[src/julia_escape_audio_sample_assert.svh]
// Assertion macros shared by the julia escape audio sample RTL.
`ifndef JULIA_ESCAPE_AUDIO_SAMPLE_ASSERT_SVH
`define JULIA_ESCAPE_AUDIO_SAMPLE_ASSERT_SVH
`ifndef ASSERT_OFF
`define JESC_ASSERT(label, clk, rst, prop, msg) \
   label: assert property (@(posedge clk) disable iff (rst) prop) else $error(msg);
`define JESC_ASSERT_NEVER(label, clk, rst, expr, msg) \
   label: assert property (@(posedge clk) disable iff (rst) !(expr)) else $error(msg);
`else
`define JESC_ASSERT(label, clk, rst, prop, msg)
`define JESC_ASSERT_NEVER(label, clk, rst, expr, msg)
`endif
`endif

[src/jesc_pkg.sv]
// Package: constants, types, sine table and helpers of the julia escape block.
`timescale 1ns / 1ps
package jesc_pkg;

   localparam int ITERATION_LIMIT      = 256;
   localparam int SINE_TABLE_ADDR_BITS = 10;
   localparam int COORD_FRAC_BITS      = 28;

   localparam int SAMPLE_NUMBER_W = 48;
   localparam int AUDIO_W         = 16;
   localparam int COUNT_W         = 9;
   localparam int COORD_W         = 32;
   localparam int CSR_INDEX_W     = 1;
   localparam int CSR_DATA_W      = 32;
   localparam int ITER_W          = $clog2(ITERATION_LIMIT + 1);
   localparam int QUEUE_DEPTH     = 2;
   localparam int QPTR_W          = $clog2(QUEUE_DEPTH);
   localparam int QCNT_W          = $clog2(QUEUE_DEPTH + 1);

   localparam logic [31:0] ZOOM_STEP  = 32'd354;
   localparam logic [31:0] ORBIT_STEP = 32'd89;
   localparam logic [31:0] TONE_STEP  = 32'd2447909;

   // sine table
   localparam int TABLE_QUARTER = 1 << (SINE_TABLE_ADDR_BITS - 2);
   localparam int QTR_W         = SINE_TABLE_ADDR_BITS - 2;
   localparam logic [63:0] Q30_ONE     = 64'd1073741824;
   localparam logic [63:0] HALF_PI_Q30 = 64'd1686629713;
   localparam logic [63:0] HORNER_DIV [6] = '{64'd156, 64'd110, 64'd72, 64'd42, 64'd20, 64'd6};

   // fixed-point constants
   localparam logic signed [63:0] C21 = ((64'sd21 <<< COORD_FRAC_BITS) + 64'sd5) / 64'sd10;
   localparam logic signed [63:0] C19 = ((64'sd19 <<< COORD_FRAC_BITS) + 64'sd5) / 64'sd10;
   localparam logic signed [63:0] ONE_F = 64'sd1 <<< COORD_FRAC_BITS;
   localparam int ORBIT_SHIFT = 31 - COORD_FRAC_BITS;
   localparam int DIV_SHIFT   = 2 * COORD_FRAC_BITS - 30;
   localparam int NUM_W       = 2 * COORD_FRAC_BITS + 2;
   localparam int DIV_CNT_W   = $clog2(NUM_W + 1);
   localparam int ESCAPE_BIT  = 2 * COORD_FRAC_BITS + 2;

   // audio mapping, kept as running quotient and remainder of iter*56000 by the limit
   localparam int AUDIO_SPAN   = 56000;
   localparam int AUDIO_OFFSET = 28000;
   localparam int AUDIO_STEP_Q = AUDIO_SPAN / ITERATION_LIMIT;
   localparam int AUDIO_STEP_R = AUDIO_SPAN % ITERATION_LIMIT;
   localparam int REM_W        = $clog2(ITERATION_LIMIT);

   typedef logic [31:0] qtab_type [TABLE_QUARTER];

   typedef enum logic [CSR_INDEX_W-1:0] {
      CSR_C_REAL = 1'b0,
      CSR_C_IMAG = 1'b1
   } csr_index_type;

   typedef struct packed {
      logic signed [COORD_W-1:0] zr;
      logic signed [COORD_W-1:0] zi;
   } coord_type;

   typedef struct packed {
      logic busy;
      logic done;
   } div_stat_type;

   typedef enum logic [3:0] {
      F_IDLE,
      F_LOOK,
      F_ZMUL,
      F_ZOOM,
      F_DSTR,
      F_DWR,
      F_DSTI,
      F_DWI,
      F_PUSH
   } front_state_type;

   typedef enum logic [1:0] {
      B_IDLE,
      B_RUN,
      B_DONE
   } back_state_type;

   function automatic logic [63:0] quarter_sine(input int unsigned j);
      logic [63:0] x;
      logic [63:0] x2;
      logic [63:0] t;
      x  = (HALF_PI_Q30 * 64'(j)) / 64'(TABLE_QUARTER);
      x2 = (x * x) >> 30;
      t  = Q30_ONE;
      for (int k = 0; k < 6; k++) begin
         t = Q30_ONE - (((x2 * t) >> 30) / HORNER_DIV[k]);
      end
      return (x * t) >> 30;
   endfunction

   function automatic qtab_type build_qtab();
      qtab_type tab;
      for (int j = 0; j < TABLE_QUARTER; j++) begin
         tab[j] = 32'(quarter_sine(j));
      end
      return tab;
   endfunction

   localparam qtab_type QTAB = build_qtab();
   localparam logic [31:0] QMAX = 32'(quarter_sine(TABLE_QUARTER));

   // full-turn lookup from the quarter table
   function automatic logic signed [31:0] sine_lookup(
      input logic [SINE_TABLE_ADDR_BITS-1:0] addr
   );
      logic [1:0]       quad;
      logic [QTR_W-1:0] j;
      logic [QTR_W-1:0] jm;
      logic [31:0]      mag;
      quad = addr[SINE_TABLE_ADDR_BITS-1 -: 2];
      j    = addr[QTR_W-1:0];
      jm   = -j;
      if (quad[0]) begin
         mag = (j == '0) ? QMAX : QTAB[jm];
      end else begin
         mag = QTAB[j];
      end
      return quad[1] ? -$signed(mag) : $signed(mag);
   endfunction

   function automatic logic signed [31:0] sat32(input logic signed [63:0] v);
      if (v > 64'sd2147483647) begin
         return 32'sh7fffffff;
      end else if (v < -64'sd2147483648) begin
         return 32'sh80000000;
      end
      return v[31:0];
   endfunction

endpackage

[src/jesc_fifo.sv]
// Short queue of start points between front end and iteration engine.
`timescale 1ns / 1ps
`include "julia_escape_audio_sample_assert.svh"
module jesc_fifo (
   input  logic                clock,
   input  logic                reset,
   input  logic                push,
   input  jesc_pkg::coord_type push_data,
   output logic                full,
   input  logic                pop,
   output jesc_pkg::coord_type pop_data,
   output logic                empty
);
   import jesc_pkg::*;

   coord_type         entry_ff [QUEUE_DEPTH];
   logic [QPTR_W-1:0] wr_ff, wr_in, rd_ff, rd_in;
   logic [QCNT_W-1:0] cnt_ff, cnt_in;

   always_comb begin
      wr_in  = push ? wr_ff + 1'b1 : wr_ff;
      rd_in  = pop ? rd_ff + 1'b1 : rd_ff;
      cnt_in = cnt_ff + QCNT_W'(push) - QCNT_W'(pop);
   end

   always_ff @(posedge clock) begin
      if (reset) begin
         wr_ff  <= '0;
         rd_ff  <= '0;
         cnt_ff <= '0;
      end else begin
         wr_ff  <= wr_in;
         rd_ff  <= rd_in;
         cnt_ff <= cnt_in;
      end
      if (push) begin
         entry_ff[wr_ff] <= push_data;
      end
   end

   assign full     = cnt_ff == QCNT_W'(QUEUE_DEPTH);
   assign empty    = cnt_ff == '0;
   assign pop_data = entry_ff[rd_ff];

   `JESC_ASSERT_NEVER(a_push_full, clock, reset, push && full, "push into full queue")
   `JESC_ASSERT_NEVER(a_pop_empty, clock, reset, pop && empty, "pop from empty queue")

endmodule

[config.mk]
export PLATFORM = sky130hd
export DESIGN_NAME = jesc_fifo
export DESIGN_NICKNAME = d
export VERILOG_FILES = /design/src/jesc_pkg.sv /design/src/jesc_fifo.sv
export VERILOG_INCLUDE_DIRS = /design/src /design/src/src
export SDC_FILE = /design/constraint.sdc
export NUM_CORES = 1
export LEC_CHECK = 0
export ABC_AREA = 1
export BUFFER_PORTS_ARGS = -buffer_cell sky130_fd_sc_hd__buf_2
export CORE_UTILIZATION = 25
export DETAILED_ROUTE_END_ITERATION = 10
export PLACE_DENSITY = 0.51
export RECOVER_POWER = 25
export SYNTH_ARGS = -nofsm -noshare
export SYNTH_HDL_FRONTEND = slang
export SYNTH_SLANG_ARGS = --single-unit
[constraint.sdc]
create_clock -name clock -period 4.75 [get_ports clock]
set_input_delay 0.475 -clock clock [delete_from_list [all_inputs] [get_ports clock]]
set_output_delay 0.475 -clock clock [all_outputs]
set_load 0.01 [all_outputs]
[After elaboration in Yosys (flattened, before gate mapping)]
Memory sizes are Yosys's and may differ from the RTL's. A register that Yosys moved wholly into a read port is not among the register bits.
Cells that the tools add are included.
Storage, ports and cells
  flip-flop bits (word level): 4
  memory bits (writable): 128
  input bits: 68
  output and inout port bits: 66
  logic and storage cells: 14
  memories kept: 1
Cells by class
  add/subtract/negate cells: 4
  eq/ne operators: 1
  muxes and demuxes: 4
  reductions and logical operators: 1
Memory list
  entry_ff: depth 2, bits a word 64, rd ports 1, clocked after Yosys merged registers in 1, write ports 1, line jesc_fifo.sv:16  | coord_type entry_ff [QUEUE_DEPTH];
Operators with widths (count)
  2-to-1 mux 1 bit: 4
  adder 1 bit, second input constant: 2
  adder 2 x 1 -> 2 bit: 1
  == test 2 bit, second input constant: 1
  zero test 2 bit: 1
  subtractor 2 x 1 -> 2 bit: 1

[Logic depth before layout (Yosys ltp)]
  word-level depth: 3
  depth in mapped cells: 9

[Worst setup path before layout]
No wires, ideal clock.
  path kind: input -> register
  start: input push
  end: memory entry_ff[0][0] (netlist bit), enable pin
  setup time: 0.488 ns
  data arrival time: 3.199 ns
  required time: 4.262 ns
  slack: 1.063 ns
  stages on the path: 2
  buffers on the path: 0
  path through: inv_1 > nor2_1
Between the ends
  longest elaborated chain between the ends: 2
RTL lines
  from (decl): line jesc_fifo.sv:7  | input logic push,
  2-to-1 mux 1 bit: line jesc_fifo.sv:36  | if (push) begin
  2-to-1 mux 1 bit (implied by the code): line jesc_fifo.sv:37  | entry_ff[wr_ff] <= push_data;
  to (decl): line jesc_fifo.sv:16
Every way passes these cells.

==> flow_metrics.env <==
export IMPL_status="finished, final reports clean"
export IMPL_final_common_cell="edfxtp_1"
export IMPL_timing_fmax_ghz=0.354
export IMPL_synth_cells=231
export IMPL_worstSetupPathType="flop to primary output"
export IMPL_tritoncts="built"
export IMPL_drv_slew=0
export IMPL_ys_warn_count=0
export IMPL_crit_path_end_kind="primary output"
export IMPL_power_net_switching_uw=636
export IMPL_tns_ns=0
export IMPL_path_max_fanout=38
export IMPL_cts_setup_buffers=0
export IMPL_clock_latency_ns=0.41
export IMPL_synth_cell_types=14
export IMPL_initialDrtViolationCount=76
export IMPL_viasPerCell=3.79
export IMPL_dpl_cell_count=630
export IMPL_setup_viol=0
export IMPL_dieArea_um2=21200
export IMPL_final_cell_mix="edfxtp_1, buf_2, mux2_4, clkbuf_16, clkbuf_1"
export IMPL_drc=0
export IMPL_wl_per_cell_um=14.3
export IMPL_vias=2510
export IMPL_ys_seq_area_share_pct=76.6
export IMPL_hp_class="input pin to flop"
export IMPL_seq_power_share_pct=46.9
export IMPL_fin_nets=449
export IMPL_ant_nets=0
export IMPL_final_min_clock_period_ns=2.83
export IMPL_placementRows=52
export IMPL_antenna_cells=0
export IMPL_p_clk_share_pct=43.2
export IMPL_io_pin_count=134
export IMPL_p_per_area_nw_per_um2=448
export IMPL_worst_slew_pin_slew_ns=0.847
export IMPL_power_switching_share_pct=21.4
export IMPL_h_tree_depth=4
export IMPL_dp_hpwl_um=6020
export IMPL_clk_pin_slew_ns=0.06
export IMPL_intPower_uw=2330
export IMPL_crit_arrival_ns=2.35
export IMPL_die_w_um=146
export IMPL_fin_util_pct=32.7
export IMPL_rsz0062_at_grt="no"
export IMPL_yosysTopAreaCell="edfxtp_1"
export IMPL_grt_ovfl_total=0
export IMPL_drive_gt1_share_pct=55.6
export IMPL_combPwrFrac_pct=9.8
export IMPL_coreArea_um2=20200
export IMPL_numCtsBuffers=17
export IMPL_cap_violations=0
export IMPL_drt_total_wl_um=9440
export IMPL_ctsLongestPathBuffers=2
export IMPL_syn_area_per_cell_um2=22.3
export IMPL_holdWs_ns=0.250
export IMPL_post_cts_resized=0
export IMPL_slew_headroom_pct=43.4
export IMPL_grt_first_pass_wirelength_um=14600
export IMPL_ys_ff_latch=133
export IMPL_ir_worst_vdd_mv=0.226
export IMPL_die_y_um=146
export IMPL_routabilityCongestion=0.689
export IMPL_fin_area_um2=6610
export IMPL_layout_cells_non_filler=662
export IMPL_start_util_pct=25.4
export IMPL_placed_cell_area_um2=6050
export IMPL_synth_nets=301
export IMPL_syn2layout_area_growth_pct=28.5
export IMPL_grt_usage_pct=9.44
export IMPL_port_buffers=133
export IMPL_firstDrtPassIters=4
export IMPL_fillers=1965
export IMPL_grt_pass1_vias=2747
export IMPL_finalHoldViolations=0
export IMPL_antenna_found_initial=1
export IMPL_synth_area_top_cells="edfxtp_1, mux2_4, buf_12"
export IMPL_cts_num_sinks=133
export IMPL_syn_area_um2=5150
export IMPL_startpoint_type="flop"
export IMPL_grt_max_degree=39
export IMPL_fin_skew_ns=0.0110
export IMPL_clock_root_buffer="clkbuf_16"
export IMPL_hold_buffers=0
export IMPL_min_period_over_period_pct=59.5
export IMPL_leakagePower_uw=0.00258
export IMPL_worstPathRequired_ns=4.28
export IMPL_synth_top_cell_area_share_pct=74.7
[worst max-delay path: stages (launching register included)]
cell and delay [ns]:
dfxtp_4 0.81, buf_4 0.58, mux2_4 0.36, buf_2 0.14
[metrics by stage]
step	total power, uW	setup WS (ns)
global route	3090	1.79
floorplan	1610	1.06
finish	2970	1.92
detailed placement	1720	2.31
global placement	1710	2.29
CTS	3010	1.85
[flip-flops by register name, indices dropped and copies added (netlist names), named ones only]
register	count
rd_ff	1
entry_ff	128
wr_ff	1
cnt_ff	2
[path summary, 6_finish.rpt]
kind | end | cells past startpoint | startpoint | slack, ns
hold reg to reg | flop | 2 | rd_ff | 0.51
hold / removal | entry_ff[0][46] | 1 | push_data[46] | 0.25
setup reg to reg | entry_ff[0][18] | 2 | wr_ff | 2.72
setup / recovery | pop_data[52] | 3 | flop | 1.92
[cell usage after synthesis]
cell type  instances
dfxtp_1            5
inv_1              9
nand3_1            1
mux2_2             4
nand2_1            4
buf_12             6
a21oi_1            1
ha_1               2
edfxtp_1         128
buf_6              1
mux2_4            60
nor3_1             1
nor2_1             8
xnor2_1            1
[layer usage]
layer	vias up	GRT usage (%)	share of wire, %
li1	1189	-	-
met4	0	3.95	1.1
met2	90	15.4	49
met3	10	4.45	6.4
met1	1221	10.6	44
met5	-	0	0
[logic make-up after synthesis]
group / Yosys count / synth area share, %
AOI/OAI and AO/OA: 1 / 0.0971
xor gates and xnor gates: 1 / 0.170
adders and majority gates: 2 / 0.486
buffers and inverters: 16 / 3.21
DFF: 133 / 76.6
muxes: 64 / 18.4
and+or+nand+nor: 14 / 1.07
[final cells by class]
| type | instances | area (um2) | share of cell area [%] |
|---|---|---|---|
| Tap cell | 270 | 338 | 5.11 |
| Multi-Input combinational cell | 82 | 1050 | 15.8 |
| Clock inverter | 12 | 136 | 2.06 |
| Timing Repair Buffer | 136 | 674 | 10.2 |
| Sequential cell | 133 | 3950 | 59.7 |
| Inverter | 9 | 33.8 | 0.511 |
| Clock buffer | 20 | 437 | 6.60 |
[power by group through the flow]
stage	combinational, uW	sequential (uW)	clock (uW)
2_1_floorplan	215	1400	0
3_3_place_gp	294	1420	0
3_5_place_dp	299	1420	0
4_1_cts	300	1390	1320
5_1_grt	318	1400	1370
6_report	292	1390	1280
Power figures use the tool's default switching activity.
